## src/hdl/motor_fader_pid_controller_macros.svh

```systemverilog
// Assertion macros for the motor fader PID controller.
`ifndef MOTOR_FADER_PID_CONTROLLER_MACROS_SVH
`define MOTOR_FADER_PID_CONTROLLER_MACROS_SVH
`ifndef ASSERT_OFF
// Clocked check, held off while reset is low.
`define MFP_ASSERT(name, prop) \
  name: assert property (@(posedge clk_i) disable iff (!rst_ni) prop) \
    else $error("%m: check failed");
// Clocked check that also holds through reset.
`define MFP_ASSERT_NR(name, prop) \
  name: assert property (@(posedge clk_i) prop) \
    else $error("%m: check failed");
`else
`define MFP_ASSERT(name, prop)
`define MFP_ASSERT_NR(name, prop)
`endif
`endif

```

## src/hdl/mfp_pkg.sv

```systemverilog
// Shared widths, constants and command types of the motor fader PID controller.
`default_nettype none
package mfp_pkg;

  localparam int unsigned SAMPLE_W   = 12;
  localparam int unsigned GAIN_W     = 20;
  localparam int unsigned SMOOTH_W   = 9;
  localparam int unsigned STIC_W     = 7;
  localparam int unsigned LIM_W      = 20;
  localparam int unsigned WIN_W      = 13;
  localparam int unsigned Q8_SH      = 8;
  localparam int unsigned Q24_SH     = 24;
  localparam int unsigned AVG_W      = SAMPLE_W + Q8_SH;
  localparam int unsigned ERR_W      = AVG_W + 1;
  localparam int unsigned ABS_W      = ERR_W - 1;
  localparam int unsigned DERIV_W    = ERR_W + 1;
  localparam int unsigned ESUM_W     = 30;
  localparam int unsigned MUL_A_W    = GAIN_W + 1;
  localparam int unsigned MUL_B_W    = ESUM_W;
  localparam int unsigned PROD_W     = MUL_A_W + MUL_B_W;
  localparam int unsigned ACC_W      = PROD_W + 1;
  localparam int unsigned QUO_W      = ACC_W - Q24_SH;
  localparam int unsigned SPEED_W    = 8;
  localparam int unsigned DUTY_W     = 7;
  localparam int unsigned PERR_W     = 13;
  localparam int unsigned CFG_IDX_W  = 3;
  localparam int unsigned CFG_DATA_W = 20;

  // register indexes
  localparam logic [CFG_IDX_W-1:0] REG_GAIN_P       = CFG_IDX_W'(0);
  localparam logic [CFG_IDX_W-1:0] REG_GAIN_I       = CFG_IDX_W'(1);
  localparam logic [CFG_IDX_W-1:0] REG_GAIN_D       = CFG_IDX_W'(2);
  localparam logic [CFG_IDX_W-1:0] REG_SMOOTHING    = CFG_IDX_W'(3);
  localparam logic [CFG_IDX_W-1:0] REG_STICTION     = CFG_IDX_W'(4);
  localparam logic [CFG_IDX_W-1:0] REG_INT_LIMIT    = CFG_IDX_W'(5);
  localparam logic [CFG_IDX_W-1:0] REG_INT_WINDOW   = CFG_IDX_W'(6);
  localparam logic [CFG_IDX_W-1:0] REG_DEADZONES_ON = CFG_IDX_W'(7);

  // register reset values
  localparam logic [GAIN_W-1:0]   RST_GAIN_P    = GAIN_W'(3932);
  localparam logic [GAIN_W-1:0]   RST_GAIN_I    = GAIN_W'(328);
  localparam logic [GAIN_W-1:0]   RST_GAIN_D    = GAIN_W'(32768);
  localparam logic [SMOOTH_W-1:0] RST_SMOOTHING = SMOOTH_W'(51);
  localparam logic [STIC_W-1:0]   RST_STICTION  = STIC_W'(55);
  localparam logic [LIM_W-1:0]    RST_INT_LIMIT = LIM_W'(6000);
  localparam logic [WIN_W-1:0]    RST_INT_WIN   = WIN_W'(200);

  localparam logic [SMOOTH_W-1:0] SMOOTH_ONE    = SMOOTH_W'(256);
  localparam logic [ABS_W-1:0]    REST_ENTER_Q8 = ABS_W'(10 * 256);
  localparam logic [ABS_W-1:0]    REST_EXIT_Q8  = ABS_W'(25 * 256);
  localparam logic [ABS_W-1:0]    D_DEAD_Q8     = ABS_W'(25 * 256);
  localparam int                  SPEED_MAX     = 100;

  typedef enum logic [2:0] {
    MUL_NONE,
    MUL_WS,
    MUL_WA,
    MUL_P,
    MUL_I,
    MUL_D
  } mfp_mul_sel_e;

  typedef enum logic [1:0] {
    ACC_HOLD,
    ACC_EMA,
    ACC_PTERM,
    ACC_ADD
  } mfp_acc_op_e;

  typedef struct packed {
    logic         take;
    mfp_mul_sel_e mul_sel;
    mfp_acc_op_e  acc_op;
    logic         avg_init;
    logic         avg_upd;
    logic         err_upd;
    logic         decide;
    logic         commit;
    logic         fin;
  } mfp_cmd_t;

  typedef struct packed {
    logic run;
    logic out_free;
  } mfp_sts_t;

endpackage
`default_nettype wire

```

## src/hdl/mfp_ifs.sv

```systemverilog
// Valid/ready channel interfaces: tick input, result output and register writes.
`default_nettype none
interface mfp_in_if import mfp_pkg::*; ();
  logic                valid;
  logic                ready;
  logic [SAMPLE_W-1:0] position_sample;
  logic [SAMPLE_W-1:0] target;
  logic                drive_enable;

  modport source (output valid, position_sample, target, drive_enable, input ready);
  modport sink (input valid, position_sample, target, drive_enable, output ready);
endinterface

interface mfp_out_if import mfp_pkg::*; ();
  logic                      valid;
  logic                      ready;
  logic signed [SPEED_W-1:0] drive_speed;
  logic [DUTY_W-1:0]         duty_up;
  logic [DUTY_W-1:0]         duty_down;
  logic signed [PERR_W-1:0]  position_error;
  logic [SAMPLE_W-1:0]       filtered_position;
  logic                      at_rest;

  modport source (output valid, drive_speed, duty_up, duty_down, position_error,
                  filtered_position, at_rest, input ready);
  modport sink (input valid, drive_speed, duty_up, duty_down, position_error,
                filtered_position, at_rest, output ready);
endinterface

interface mfp_cfg_if import mfp_pkg::*; ();
  logic                  valid;
  logic                  ready;
  logic [CFG_IDX_W-1:0]  index;
  logic [CFG_DATA_W-1:0] data;

  modport source (output valid, index, data, input ready);
  modport sink (input valid, index, data, output ready);
endinterface
`default_nettype wire

```

## src/hdl/mfp_mul.sv

```systemverilog
// Shared signed multiplier with registered product.
`default_nettype none
module mfp_mul import mfp_pkg::*; (
  input  logic                       clk_i,
  input  logic signed [MUL_A_W-1:0]  a_i,
  input  logic signed [MUL_B_W-1:0]  b_i,
  output logic signed [PROD_W-1:0]   p_o
);

  logic signed [PROD_W-1:0] p_q;

  always_ff @(posedge clk_i) begin
    p_q <= a_i * b_i;
  end

  assign p_o = p_q;

endmodule
`default_nettype wire

```

## src/hdl/mfp_ctrl.sv

```systemverilog
// Sequencer that steps the datapath through one control tick.
`default_nettype none
module mfp_ctrl import mfp_pkg::*; (
  input  logic     clk_i,
  input  logic     rst_ni,
  input  logic     in_valid_i,
  output logic     in_ready_o,
  input  mfp_sts_t sts_i,
  output mfp_cmd_t cmd_o
);

  localparam logic [3:0] ST_IDLE  = 4'd0;
  localparam logic [3:0] ST_LOAD  = 4'd1;
  localparam logic [3:0] ST_EMA   = 4'd2;
  localparam logic [3:0] ST_AVG   = 4'd3;
  localparam logic [3:0] ST_ERR   = 4'd4;
  localparam logic [3:0] ST_DEC   = 4'd5;
  localparam logic [3:0] ST_CLAMP = 4'd6;
  localparam logic [3:0] ST_MI    = 4'd7;
  localparam logic [3:0] ST_MD    = 4'd8;
  localparam logic [3:0] ST_SUM   = 4'd9;
  localparam logic [3:0] ST_FIN   = 4'd10;

  logic [3:0] state_q, state_d;

  always_comb begin
    state_d        = state_q;
    cmd_o          = '0;
    cmd_o.mul_sel  = MUL_NONE;
    cmd_o.acc_op   = ACC_HOLD;
    in_ready_o     = 1'b0;
    case (state_q)
      ST_IDLE: begin
        in_ready_o = 1'b1;
        if (in_valid_i) begin
          cmd_o.take = 1'b1;
          state_d    = ST_LOAD;
        end
      end
      ST_LOAD: begin
        cmd_o.avg_init = 1'b1;
        cmd_o.mul_sel  = MUL_WS;
        state_d        = ST_EMA;
      end
      ST_EMA: begin
        cmd_o.mul_sel = MUL_WA;
        cmd_o.acc_op  = ACC_EMA;
        state_d       = ST_AVG;
      end
      ST_AVG: begin
        cmd_o.avg_upd = 1'b1;
        state_d       = ST_ERR;
      end
      ST_ERR: begin
        cmd_o.err_upd = 1'b1;
        state_d       = ST_DEC;
      end
      ST_DEC: begin
        cmd_o.decide = 1'b1;
        state_d      = ST_CLAMP;
      end
      ST_CLAMP: begin
        cmd_o.commit  = 1'b1;
        cmd_o.mul_sel = MUL_P;
        state_d       = sts_i.run ? ST_MI : ST_FIN;
      end
      ST_MI: begin
        cmd_o.mul_sel = MUL_I;
        cmd_o.acc_op  = ACC_PTERM;
        state_d       = ST_MD;
      end
      ST_MD: begin
        cmd_o.mul_sel = MUL_D;
        cmd_o.acc_op  = ACC_ADD;
        state_d       = ST_SUM;
      end
      ST_SUM: begin
        cmd_o.acc_op = ACC_ADD;
        state_d      = ST_FIN;
      end
      ST_FIN: begin
        if (sts_i.out_free) begin
          cmd_o.fin = 1'b1;
          state_d   = ST_IDLE;
        end
      end
      default: begin
        state_d = ST_IDLE;
      end
    endcase
  end

  always_ff @(posedge clk_i or negedge rst_ni) begin
    if (!rst_ni) begin
      state_q <= ST_IDLE;
    end else begin
      state_q <= state_d;
    end
  end

endmodule
`default_nettype wire

```

## src/hdl/mfp_dp.sv

```systemverilog
// Datapath: registers, EMA filter, error logic, PID terms and result register.
`default_nettype none
module mfp_dp import mfp_pkg::*; (
  input  logic                       clk_i,
  input  logic                       rst_ni,
  input  mfp_cmd_t                   cmd_i,
  output mfp_sts_t                   sts_o,
  input  logic [SAMPLE_W-1:0]        sample_i,
  input  logic [SAMPLE_W-1:0]        target_i,
  input  logic                       enable_i,
  input  logic                       cfg_valid_i,
  input  logic [CFG_IDX_W-1:0]       cfg_index_i,
  input  logic [CFG_DATA_W-1:0]      cfg_data_i,
  input  logic                       out_ready_i,
  output logic                       out_valid_o,
  output logic signed [SPEED_W-1:0]  drive_speed_o,
  output logic [DUTY_W-1:0]          duty_up_o,
  output logic [DUTY_W-1:0]          duty_down_o,
  output logic signed [PERR_W-1:0]   position_error_o,
  output logic [SAMPLE_W-1:0]        filtered_position_o,
  output logic                       at_rest_o
);

  localparam logic signed [QUO_W-1:0] QUO_MAX = QUO_W'(SPEED_MAX);
  localparam logic signed [QUO_W-1:0] QUO_MIN = QUO_W'(-SPEED_MAX);

  // configuration
  logic [GAIN_W-1:0]   gain_p_q, gain_i_q, gain_d_q;
  logic [SMOOTH_W-1:0] smoothing_q;
  logic [STIC_W-1:0]   stiction_q;
  logic [LIM_W-1:0]    int_limit_q;
  logic [WIN_W-1:0]    int_window_q;
  logic                deadzones_q;

  // tick inputs
  logic [SAMPLE_W-1:0] sample_q, target_q;
  logic                enable_q;

  // loop state
  logic [AVG_W-1:0]         avg_q;
  logic signed [ESUM_W-1:0] esum_q;
  logic signed [ERR_W-1:0]  last_err_q;
  logic                     resting_q;

  // working registers
  logic signed [ERR_W-1:0]   e_q;
  logic signed [ESUM_W-1:0]  esum_tmp_q;
  logic signed [DERIV_W-1:0] deriv_q;
  logic signed [ACC_W-1:0]   acc_q, acc_d;

  // result register
  logic                      out_valid_q;
  logic signed [SPEED_W-1:0] speed_q;
  logic [DUTY_W-1:0]         duty_up_q, duty_down_q;
  logic signed [PERR_W-1:0]  perr_q;
  logic [SAMPLE_W-1:0]       filt_q;
  logic                      rest_out_q;

  logic [SMOOTH_W-1:0]       w, w_c;
  logic signed [MUL_A_W-1:0] mul_a;
  logic signed [MUL_B_W-1:0] mul_b;
  logic signed [PROD_W-1:0]  prod;
  logic signed [ACC_W-1:0]   prod_ext, stic_ext, avg_sum;
  logic signed [ERR_W-1:0]   e_d, e_neg, e_bias, e_adj;
  logic [ABS_W-1:0]          abs_e;
  logic [ERR_W-1:0]          win_q8;
  logic [LIM_W+Q8_SH-1:0]    lim;
  logic signed [ESUM_W-1:0]  lim_s, lim_neg, esum_add, esum_clamped;
  logic signed [ACC_W-1:0]   trunc_bias, acc_adj;
  logic signed [QUO_W-1:0]   quo;
  logic signed [SPEED_W-1:0] speed_sat, speed_d, speed_neg;
  logic                      run;

  always_ff @(posedge clk_i or negedge rst_ni) begin
    if (!rst_ni) begin
      gain_p_q     <= RST_GAIN_P;
      gain_i_q     <= RST_GAIN_I;
      gain_d_q     <= RST_GAIN_D;
      smoothing_q  <= RST_SMOOTHING;
      stiction_q   <= RST_STICTION;
      int_limit_q  <= RST_INT_LIMIT;
      int_window_q <= RST_INT_WIN;
      deadzones_q  <= 1'b0;
    end else if (cfg_valid_i) begin
      case (cfg_index_i)
        REG_GAIN_P:       gain_p_q     <= cfg_data_i[GAIN_W-1:0];
        REG_GAIN_I:       gain_i_q     <= cfg_data_i[GAIN_W-1:0];
        REG_GAIN_D:       gain_d_q     <= cfg_data_i[GAIN_W-1:0];
        REG_SMOOTHING:    smoothing_q  <= cfg_data_i[SMOOTH_W-1:0];
        REG_STICTION:     stiction_q   <= cfg_data_i[STIC_W-1:0];
        REG_INT_LIMIT:    int_limit_q  <= cfg_data_i[LIM_W-1:0];
        REG_INT_WINDOW:   int_window_q <= cfg_data_i[WIN_W-1:0];
        REG_DEADZONES_ON: deadzones_q  <= cfg_data_i[0];
        default: ;
      endcase
    end
  end

  // weights above one count as one
  assign w   = (smoothing_q > SMOOTH_ONE) ? SMOOTH_ONE : smoothing_q;
  assign w_c = SMOOTH_ONE - w;

  always_comb begin
    mul_a = '0;
    mul_b = '0;
    case (cmd_i.mul_sel)
      MUL_WS: begin
        mul_a = MUL_A_W'(w);
        mul_b = MUL_B_W'(sample_q);
      end
      MUL_WA: begin
        mul_a = MUL_A_W'(w_c);
        mul_b = MUL_B_W'(avg_q);
      end
      MUL_P: begin
        mul_a = MUL_A_W'(gain_p_q);
        mul_b = MUL_B_W'(e_q);
      end
      MUL_I: begin
        mul_a = MUL_A_W'(gain_i_q);
        mul_b = esum_q;
      end
      MUL_D: begin
        mul_a = MUL_A_W'(gain_d_q);
        mul_b = MUL_B_W'(deriv_q);
      end
      default: ;
    endcase
  end

  mfp_mul u_mul (
    .clk_i (clk_i),
    .a_i   (mul_a),
    .b_i   (mul_b),
    .p_o   (prod)
  );

  assign prod_ext = ACC_W'(prod);
  assign stic_ext = $signed({{(ACC_W-STIC_W-Q24_SH){1'b0}}, stiction_q, {Q24_SH{1'b0}}});

  always_comb begin
    acc_d = acc_q;
    case (cmd_i.acc_op)
      ACC_HOLD:  acc_d = acc_q;
      ACC_EMA:   acc_d = prod_ext <<< Q8_SH;
      ACC_PTERM: begin
        // stiction pushes a nonzero P term further from zero
        if (prod == '0) begin
          acc_d = prod_ext;
        end else if (prod[PROD_W-1]) begin
          acc_d = prod_ext - stic_ext;
        end else begin
          acc_d = prod_ext + stic_ext;
        end
      end
      ACC_ADD:   acc_d = acc_q + prod_ext;
      default:   acc_d = acc_q;
    endcase
  end

  assign avg_sum = acc_q + prod_ext;

  assign e_d   = $signed({1'b0, target_q, {Q8_SH{1'b0}}}) - $signed({1'b0, avg_q});
  assign e_neg = -e_q;
  assign abs_e = e_q[ERR_W-1] ? e_neg[ABS_W-1:0] : e_q[ABS_W-1:0];

  assign win_q8   = {int_window_q, {Q8_SH{1'b0}}};
  assign esum_add = esum_q + ESUM_W'(e_q);

  assign lim     = (gain_i_q != '0) ? {int_limit_q, {Q8_SH{1'b0}}} : '0;
  assign lim_s   = $signed(ESUM_W'(lim));
  assign lim_neg = -lim_s;
  assign esum_clamped = (esum_tmp_q > lim_s)   ? lim_s :
                        (esum_tmp_q < lim_neg) ? lim_neg : esum_tmp_q;

  assign run = enable_q & ~resting_q;

  // truncate toward zero, then saturate
  assign trunc_bias = acc_q[ACC_W-1] ? ACC_W'((1 << Q24_SH) - 1) : '0;
  assign acc_adj    = acc_q + trunc_bias;
  assign quo        = acc_adj[ACC_W-1:Q24_SH];
  assign speed_sat  = (quo > QUO_MAX) ? SPEED_W'(SPEED_MAX) :
                      (quo < QUO_MIN) ? SPEED_W'(-SPEED_MAX) : SPEED_W'(quo);
  assign speed_d    = run ? speed_sat : '0;
  assign speed_neg  = -speed_d;

  assign e_bias = e_q[ERR_W-1] ? ERR_W'(255) : '0;
  assign e_adj  = e_q + e_bias;

  always_ff @(posedge clk_i) begin
    if (cmd_i.take) begin
      sample_q <= sample_i;
      target_q <= target_i;
      enable_q <= enable_i;
    end
    acc_q <= acc_d;
    if (cmd_i.err_upd) begin
      e_q <= e_d;
    end
    if (cmd_i.decide) begin
      esum_tmp_q <= ({1'b0, abs_e} < win_q8) ? esum_add : '0;
      deriv_q    <= (deadzones_q && (abs_e < D_DEAD_Q8)) ? '0
                    : DERIV_W'(e_q) - DERIV_W'(last_err_q);
    end
    if (cmd_i.fin) begin
      speed_q     <= speed_d;
      duty_up_q   <= (speed_d > 0) ? speed_d[DUTY_W-1:0] : '0;
      duty_down_q <= (speed_d < 0) ? speed_neg[DUTY_W-1:0] : '0;
      perr_q      <= resting_q ? '0 : e_adj[ERR_W-1:Q8_SH];
      filt_q      <= avg_q[AVG_W-1:Q8_SH];
      rest_out_q  <= resting_q;
    end
  end

  always_ff @(posedge clk_i or negedge rst_ni) begin
    if (!rst_ni) begin
      avg_q       <= '0;
      esum_q      <= '0;
      last_err_q  <= '0;
      resting_q   <= 1'b0;
      out_valid_q <= 1'b0;
    end else begin
      if (cmd_i.avg_init) begin
        if (avg_q == '0) begin
          avg_q <= {sample_q, {Q8_SH{1'b0}}};
        end
      end else if (cmd_i.avg_upd) begin
        avg_q <= avg_sum[AVG_W+Q8_SH-1:Q8_SH];
      end
      if (cmd_i.decide && enable_q) begin
        if (!deadzones_q) begin
          resting_q <= 1'b0;
        end else if (!resting_q && (abs_e <= REST_ENTER_Q8)) begin
          resting_q <= 1'b1;
        end else if (resting_q && (abs_e > REST_EXIT_Q8)) begin
          resting_q <= 1'b0;
        end
      end
      if (cmd_i.commit && enable_q) begin
        if (resting_q) begin
          esum_q     <= '0;
          last_err_q <= '0;
        end else begin
          esum_q <= esum_clamped;
        end
      end
      if (cmd_i.fin && run) begin
        last_err_q <= e_q;
      end
      if (cmd_i.fin) begin
        out_valid_q <= 1'b1;
      end else if (out_ready_i) begin
        out_valid_q <= 1'b0;
      end
    end
  end

  assign sts_o.run      = run;
  assign sts_o.out_free = ~out_valid_q | out_ready_i;

  assign out_valid_o         = out_valid_q;
  assign drive_speed_o       = speed_q;
  assign duty_up_o           = duty_up_q;
  assign duty_down_o         = duty_down_q;
  assign position_error_o    = perr_q;
  assign filtered_position_o = filt_q;
  assign at_rest_o           = rest_out_q;

endmodule
`default_nettype wire

```

## src/hdl/motor_fader_pid_controller.sv

```systemverilog
// Top level of the motor fader PID controller.
//
//  channel  dir  payload                                          transfer when
//  in_i     in   position_sample, target, drive_enable             valid & ready
//  out_o    out  drive_speed, duty_up, duty_down, position_error,  valid & ready
//                filtered_position, at_rest
//  cfg_i    in   index (register 0..7), data                       valid & ready
//
// After the input transfer the sequencer steps through LOAD, EMA, AVG, ERR, DEC and CLAMP,
// then MI, MD and SUM while the loop runs, and loads the result in FIN; MI, MD and SUM
// are skipped when the drive is disabled or the fader is resting. One multiplier is shared
// by the EMA and the three PID products, which sets the step count.
// The input is taken again as soon as the sequencer is idle, even while the last result
// waits in the output register; the sequencer only stalls if that result is still held.
// Reset clears the filter, integral, previous error and resting flag and loads the
// default register values. Register writes are always taken.
`default_nettype none
`include "motor_fader_pid_controller_macros.svh"
module motor_fader_pid_controller import mfp_pkg::*; (
  input  logic       clk_i,
  input  logic       rst_ni,
  mfp_in_if.sink     in_i,
  mfp_cfg_if.sink    cfg_i,
  mfp_out_if.source  out_o
);

  mfp_cmd_t cmd;
  mfp_sts_t sts;
  logic     in_ready;

  mfp_ctrl u_ctrl (
    .clk_i      (clk_i),
    .rst_ni     (rst_ni),
    .in_valid_i (in_i.valid),
    .in_ready_o (in_ready),
    .sts_i      (sts),
    .cmd_o      (cmd)
  );

  mfp_dp u_dp (
    .clk_i               (clk_i),
    .rst_ni              (rst_ni),
    .cmd_i               (cmd),
    .sts_o               (sts),
    .sample_i            (in_i.position_sample),
    .target_i            (in_i.target),
    .enable_i            (in_i.drive_enable),
    .cfg_valid_i         (cfg_i.valid),
    .cfg_index_i         (cfg_i.index),
    .cfg_data_i          (cfg_i.data),
    .out_ready_i         (out_o.ready),
    .out_valid_o         (out_o.valid),
    .drive_speed_o       (out_o.drive_speed),
    .duty_up_o           (out_o.duty_up),
    .duty_down_o         (out_o.duty_down),
    .position_error_o    (out_o.position_error),
    .filtered_position_o (out_o.filtered_position),
    .at_rest_o           (out_o.at_rest)
  );

  assign in_i.ready  = in_ready;
  assign cfg_i.ready = 1'b1;

  // one tick in flight: no new transfer straight after one is taken
  `MFP_ASSERT(a_busy_after_take, (in_i.valid && in_i.ready) |=> !in_i.ready)
  `MFP_ASSERT(a_fin_loads_result, cmd.fin |=> out_o.valid)
  // a result still held is never overwritten
  `MFP_ASSERT_NR(a_no_overwrite, cmd.fin |-> (!out_o.valid || out_o.ready))

endmodule
`default_nettype wire

```

## src/flat_wrapper.sv

```systemverilog
// flat-port wrapper written by rule: the top's interface ports become plain ports
module motor_fader_pid_controller_flat import mfp_pkg::*;
  (clk_i, rst_ni, in_i_valid, in_i_position_sample, in_i_target, in_i_drive_enable, in_i_ready, cfg_i_valid, cfg_i_index, cfg_i_data, cfg_i_ready, out_o_valid, out_o_drive_speed, out_o_duty_up, out_o_duty_down, out_o_position_error, out_o_filtered_position, out_o_at_rest, out_o_ready);
  mfp_in_if in_i_i ();
  mfp_cfg_if cfg_i_i ();
  mfp_out_if out_o_i ();
  input  logic clk_i;
  input  logic rst_ni;
  input wire logic [$bits(in_i_i.valid)-1:0] in_i_valid;
  input wire logic [$bits(in_i_i.position_sample)-1:0] in_i_position_sample;
  input wire logic [$bits(in_i_i.target)-1:0] in_i_target;
  input wire logic [$bits(in_i_i.drive_enable)-1:0] in_i_drive_enable;
  output wire logic [$bits(in_i_i.ready)-1:0] in_i_ready;
  input wire logic [$bits(cfg_i_i.valid)-1:0] cfg_i_valid;
  input wire logic [$bits(cfg_i_i.index)-1:0] cfg_i_index;
  input wire logic [$bits(cfg_i_i.data)-1:0] cfg_i_data;
  output wire logic [$bits(cfg_i_i.ready)-1:0] cfg_i_ready;
  output wire logic [$bits(out_o_i.valid)-1:0] out_o_valid;
  output wire logic [$bits(out_o_i.drive_speed)-1:0] out_o_drive_speed;
  output wire logic [$bits(out_o_i.duty_up)-1:0] out_o_duty_up;
  output wire logic [$bits(out_o_i.duty_down)-1:0] out_o_duty_down;
  output wire logic [$bits(out_o_i.position_error)-1:0] out_o_position_error;
  output wire logic [$bits(out_o_i.filtered_position)-1:0] out_o_filtered_position;
  output wire logic [$bits(out_o_i.at_rest)-1:0] out_o_at_rest;
  input wire logic [$bits(out_o_i.ready)-1:0] out_o_ready;
  assign in_i_i.valid = in_i_valid;
  assign in_i_i.position_sample = in_i_position_sample;
  assign in_i_i.target = in_i_target;
  assign in_i_i.drive_enable = in_i_drive_enable;
  assign in_i_ready = in_i_i.ready;
  assign cfg_i_i.valid = cfg_i_valid;
  assign cfg_i_i.index = cfg_i_index;
  assign cfg_i_i.data = cfg_i_data;
  assign cfg_i_ready = cfg_i_i.ready;
  assign out_o_valid = out_o_i.valid;
  assign out_o_drive_speed = out_o_i.drive_speed;
  assign out_o_duty_up = out_o_i.duty_up;
  assign out_o_duty_down = out_o_i.duty_down;
  assign out_o_position_error = out_o_i.position_error;
  assign out_o_filtered_position = out_o_i.filtered_position;
  assign out_o_at_rest = out_o_i.at_rest;
  assign out_o_i.ready = out_o_ready;
  motor_fader_pid_controller u_core (.clk_i(clk_i), .rst_ni(rst_ni), .in_i(in_i_i), .cfg_i(cfg_i_i), .out_o(out_o_i));
endmodule
```

## config.mk

```make
export PLATFORM = sky130hd
export DESIGN_NAME = motor_fader_pid_controller_flat
export DESIGN_NICKNAME = d
export VERILOG_FILES = /design/src/hdl/mfp_pkg.sv /design/src/hdl/mfp_ifs.sv /design/src/hdl/mfp_mul.sv /design/src/hdl/mfp_ctrl.sv /design/src/hdl/mfp_dp.sv /design/src/hdl/motor_fader_pid_controller.sv /design/src/flat_wrapper.sv
export VERILOG_INCLUDE_DIRS = /design/src /design/src/hdl
export SDC_FILE = /design/constraint.sdc
export NUM_CORES = 2
export LEC_CHECK = 0
export CAP_MARGIN = 20
export CORE_ASPECT_RATIO = 1.4
export CORE_UTILIZATION = 60
export DETAILED_ROUTE_END_ITERATION = 8
export DONT_BUFFER_PORTS = 1
export PLACE_DENSITY = 0.76
export SYNTH_ARGS = -nofsm -noshare
export SYNTH_HDL_FRONTEND = slang
export SYNTH_SLANG_ARGS = --single-unit
export TNS_END_PERCENT = 1
```

## constraint.sdc

```tcl
create_clock -name clk_i -period 17 [get_ports clk_i]
set_input_delay 0.85 -clock clk_i [delete_from_list [all_inputs] [get_ports clk_i]]
set_output_delay 0.85 -clock clk_i [all_outputs]
set_load 0.01 [all_outputs]
```

### After elaboration in Yosys (flattened, before gate mapping)

Index checks and enable logic that the tools add are counted.
W data, S select, Z words.

* flip-flop bits (word level): 436
* latch bits: 0
* RAM bits: 0
* bits in read-only memories: 0
* input bits: 53
* output and inout bits: 51
* word-level logic and storage cells: 158
* memories kept: 0

* add/sub/neg operators: 12
* $mul: 1
* div/mod/pow operators: 0
* order comparisons: 11
* equal/unequal tests: 29
* shift operators: 0
* multiplexer cells: 43
* bitwise gates (word level): 4
* reduce and logical (&&, ||, !) cells: 30

Operator list (number)
* $pmux W52 S3: 1
* $pmux W30 S5: 1
* $mux W52: 2
* $pmux W20 S5: 1
* $mux W30: 3
* $mux W20: 4
* $mux W21: 3
* $add A51 B32 Y52: 1
* $add A52 B25 Y52: 1
* $add A52 B51 Y52: 1
* $sub A51 B32 Y52: 1
* $logic_not A51 Y1: 1
* $mul A21 B30 Y51: 1
* $pmux W4 S11: 1
* $mux W8: 4
* $add A30 B21 Y30: 1
* $gt A30 B29 Y1: 1
* $lt A30 B30 Y1: 1
* $neg A28 Y30: 1
* $gt A28 B8 Y1 const B: 1
* $lt A28 B8 Y1 const B: 1
* $mux W28: 1
* $mux W24: 1
* $reduce_and A2 Y1: 12
* 42 further kinds: 84

### Depth between registers and ports, before layout

* depth after elaboration: 7
* mapped depth: 39

### Cells and area by module

From an unflattened synthesis, not the netlist that was laid out.

* cells, all modules: 5534
* area total of the unflattened synthesis: 51535.7 µm²

By module, submodules not included
* mfp_dp: instances 1, cells an instance 2887, area each 27737.9 µm²
* mfp_mul: instances 1, cells an instance 2600, area each 23446.2 µm²
* mfp_ctrl: instances 1, cells an instance 45, area each 340.3 µm²
* motor_fader_pid_controller: instances 1, cells an instance 2, area each 11.3 µm²

### Worst setup path before layout

OpenSTA, ideal clock, no wires.

* kind: flip-flop to flip-flop
* start point: reg u_core.u_ctrl.state_q[2]
* end point: reg u_core.u_dp.u_mul.p_q[49] (netlist: u_core.u_dp.u_mul.p_o[49])
* setup time: 0.127 ns
* arrival: 9.142 ns
* data required time: 16.873 ns
* slack: 7.731 ns
* stages on the path, launching flop included: 37
* path buffers: 5
* clock period less this slack: 9.269 ns
* path through: dfrtp_1 > clkbuf_1 > nand2b_1 > or2_2 > clkbuf_1 > nor2_1 > clkbuf_1 > buf_1 > nand2_1 > nand3_1 > clkbuf_1 > nand2_1 > fa_1 > inv_1 > fa_1 > inv_1 > fa_1 > inv_1 > fa_1 > fa_1 > fa_1 > inv_1 > fa_1 > inv_1 > ha_1 > a21o_1 > a221o_1 > nand2_1 > o21ai_0 > a211oi_1 > o31ai_1 > and2_1 > a311o_1 > a311o_1 > a21oi_1 > o21ai_0 > xor2_1

* longest elaborated chain between the ends: 5
* elaborated cells between the ends (all ways): 14

Ends and longest elaborated chain
* start, declared: RTL line mfp_ctrl.sv:24 `logic [3:0] state_q, state_d;`
* start signal, assigned: RTL line mfp_ctrl.sv:97 `state_q <= state_d;`
* $eq A4 B4 Y1 (tied with other cells): RTL line mfp_ctrl.sv:32 `case (state_q)`
* $pmux W3 S5 *: RTL line mfp_ctrl.sv:32
* $eq A3 B3 Y1 (tied with other cells): RTL line mfp_dp.sv:106 `case (cmd_i.mul_sel)`
* $pmux W20 S5 / $pmux W30 S5 (equally long branches): RTL line mfp_dp.sv:106
* $mul A21 B30 Y51 *: RTL line mfp_mul.sv:13 `p_q <= a_i * b_i;`
* end signal, assigned: RTL line mfp_mul.sv:13
* end, declared: RTL line mfp_mul.sv:10 `logic signed [PROD_W-1:0] p_q;`

Mark *: on every way between the ends. The rest lies on a longest branch, timed or not.
A chain may end at the register's enable or synchronous reset.

### Worst setup path after layout

* start point: reg u_core.u_ctrl.state_q[3]
* end point: reg u_core.u_dp.u_mul.p_q[42] (netlist: u_core.u_dp.u_mul.p_o[42])

The elaborated chain is that of the path after synthesis.

==> summary.md <==
| Metric | Value |
|---|---|
| Slew HR | 0.241 |
| Crit path max-delay family | adder cells |
| Critical path fanouts, max | 44 |
| Hold Fails Final Rpt | 0 |
| Commonest non-fill, non-tap cell in the layout | inv_1 |
| Worst-Skew Late Latency | 660 ps |
| Worst-margin pin slew | ~1100 ps |
| Period minus WS final | 10970 ps |
| Global routing usage on met2 | 0.633 |
| Cell repeated most along the worst path | fa_1 |
| CTS Sinks | between 400 and 500 |
| Fin Hold WS | 68.2 ps |
| H-tree levels | 2 |
| Antenna Nets Post-Route | 0 |
| Count of final setup violators | 0 |
| GR peak layer | met2 |
| Post-route clock period utilization | 0.645 |
| Core ar. | 80500 sq um |
| Crit path max-delay cell type | a2111oi_1 |
| WL final | 152000 um |
| Fin. max-slew vios | 0 |
| Met1 Resource Use GR | 0.416 |
| # port buffers | 0 |
| Power Density | 177 nW/um^2 |
| Gp weighted congestion | 0.990 |
| Via count | 39500 |
| Placed cells | 6247 |
| Peak Freq | 0.0912 GHz |
| Bufs on Longest Clock Path | 3 |
| Clock network fraction of total power | 0.117 |
| Area delta synth->final | 5.61% |
| Synthesized instance count | ~5300 |
| Commonest cells after routing, fill and taps aside | inv_1, nand2_1, fa_1 |
| EDFF count, synth | 198 |
| Yosys cell types | 100 |
| Post-layout util | 0.642 |
| Net switching power figure | 4.84 mW |
| Initial antenna violation count | 4 |
| CTS Root Cell | clkbuf_16 |
| Hold Path Class | in2async |
| Detailed Route Iter0 Violations | 3323 |
| Worst Path Buf+Inv | 4 |
| Vias/cell | 6.22 |
| Worst EP required | 17560 ps |
| Max rail drop VDD | 0.149 mV |
| TritonCTS clock tree | done |
| CP Launch Type | register |
| First-pass DRT Iterations | 6 |
| Main synth FF type | edfxtp_1 |
| Status | completed |
| WS Path Type | reg2reg |
| Fill count | 6524 |
| Comb power frac | 0.662 |
| Starting density of the core | 0.608 |
| RSZ-0062 raised after global routing | false |
| Post-Layout Cell Count | between 6000 and 7000 |
| Hpwl dp | 119000 um |
| Kind of end point of the critical path | register |
| Gr ovfl total | 0 |
| Post-Syn Nets | between 6000 and 7000 |
| Multi-input gate area | between 30000 and 40000 sq um |
| DRC viols | 0 |
| LEAKAGE | 23.7 nW |
| Max-cap viol count | 0 |
| Fin nets | 6255 |
| Setup tns final | 0 ps |
| Syn Area/Cell | between 9 and 10 sq um |
| Sw Ratio | 0.529 |
| Largest stage delay on the critical path | between 900 and 1000 ps |
| Ports | 104 |
| TritonCTS buffer count | 47 |
| Worst Skew | between 30 and 40 ps |
| Die X | 243 um |
| Async set-reset flop share out of synthesis | 0.429 |
| Die ar. | 82700 sq um |
| Post-DR wirelength/cell | 23.9 um |
| First-pass GRT wire length | 233000 um |
| Register area | 11700 sq um |
| Synth Register Bits | ~440 |
| CP arrival | roughly 12000 ps |
| Reg clk slew, reported paths | around 70 ps |
| Met3 Usage GRT | 0.0751 |
| Largest net degree at the start of global routing | about 160 |
| Die Ht | 340 um |
| # rows | around 120 |
| Yosys warnings | 0 |
| Layout cells sized above 1 | 0.0665 |
| Register area share after synthesis | 0.239 |
| Number of global-route vias before repair | 41100 |
| Int Pwr | 4.32 mW |
| Syn Std Cell Area | between 40000 and 50000 sq um |
| Reg power frac | 0.221 |
| Total Routing Usage GR | 0.372 |
power by group through the flow:
stage | combinational [mW] | clock, mW | sequential [mW]
3_5_place_dp | 5.94 | 0 | 2.02
3_3_place_gp | 5.76 | 0 | 2.02
2_1_floorplan | 4.36 | 0 | 1.79
6_report | 6.06 | 1.07 | 2.03
5_1_grt | 6.70 | 1.12 | 2.04
4_1_cts | 5.98 | 1.08 | 2.01
synth_stat cells (all sizes together), types with 51 or more instances:
master,n,area (sq um)
a21oi,238,1210
dfrtp,156,3900
fa,603,12100
nand2b,54,338
nor2,434,1630
ha,360,4500
a22oi,78,586
o21ai,215,1080
nand2,683,2560
nor3,89,460
xnor2,142,1260
a21o,82,616
inv,837,3140
mux2,112,1260
edfxtp,198,5950
clkbuf,191,718
nand3,82,415
dfxtp,51,1020
xor2,75,657
through the flow:
step | worst slack, ps | area [sq um] | power, mW
global placement | 6070 | 50000 | 7.78
CTS | 5880 | 51600 | 9.06
finish | 6030 | 51700 | 9.16
global route | 5590 | 51600 | 9.87
detailed placement | 5950 | 50000 | 7.96
floorplan | 7730 | 48900 | 6.15
cell families (layout without fill, tap and decap cells):
group	count (synthesis)	after routing	share of synthesized area
flops	436	436	0.239
other cells	1	5	0.0000767
compound gates	936	936	0.126
buf+inv	1048	987	0.0808
xor+xnor	217	217	0.0392
mux	118	118	0.0271
fa+ha+maj	963	963	0.339
simple gates	1620	1620	0.149
per-layer routing:
| metal | up-vias | part of all wire |
|---|---|---|
| li1 | 17500 | - |
| met2 | 1898 | 0.49 |
| met1 | 19500 | 0.35 |
| met4 | 0 | 0.085 |
| met5 | - | 0 |
| met3 | 614 | 0.083 |
what timing repair did:
action	4_1_cts	5_1_grt
hold endpoints to repair	156	0
buffers inserted	0	0
hold buffers	1	0
resized for setup	0	0
path summary, 6_finish.rpt:
kind                       depth (start not counted)  slack (ps)                      start                     endpoint
setup / recovery                                  29        6030   u_core.u_ctrl.state_q[3]    u_core.u_dp.u_mul.p_o[42]
hold / removal                                     0          70                     rst_ni  u_core.u_dp.int_window_q[3]
setup reg to reg                                  29        6030   u_core.u_ctrl.state_q[3]    u_core.u_dp.u_mul.p_o[42]
hold reg to reg                                    1         500  u_core.u_dp.esum_tmp_q[5]        u_core.u_dp.esum_q[5]
max in group asynchronous                          1       16050                     rst_ni     u_core.u_dp.gain_p_q[14]
min in group clk_i                                 0         280    in_i_position_sample[8]      u_core.u_dp.sample_q[8]
cell type report:
class                      instances  share of cell area
clock buffer                      56              0.0246
antenna                            4            0.000194
multi-input combinational       3855               0.646
sequential                       436               0.226
clock inverter                    32             0.00596
tap                             1062              0.0257
timing repair buffer              62              0.0100
inverter                         837              0.0608
sequential cells by signal (all words and copies together) (netlist names), 21 cells and up:
signal / flops
u_core.u_dp.esum_tmp_q: 30
u_core.u_dp.u_mul.p_o: 51
u_core.u_dp.deriv_q: 22
u_core.u_dp.e_q: 21
u_core.u_dp.acc_q: 52
u_core.u_dp.last_err_q: 21
u_core.u_dp.esum_q: 30
Note: power is estimated with default switching activity, not from simulation.
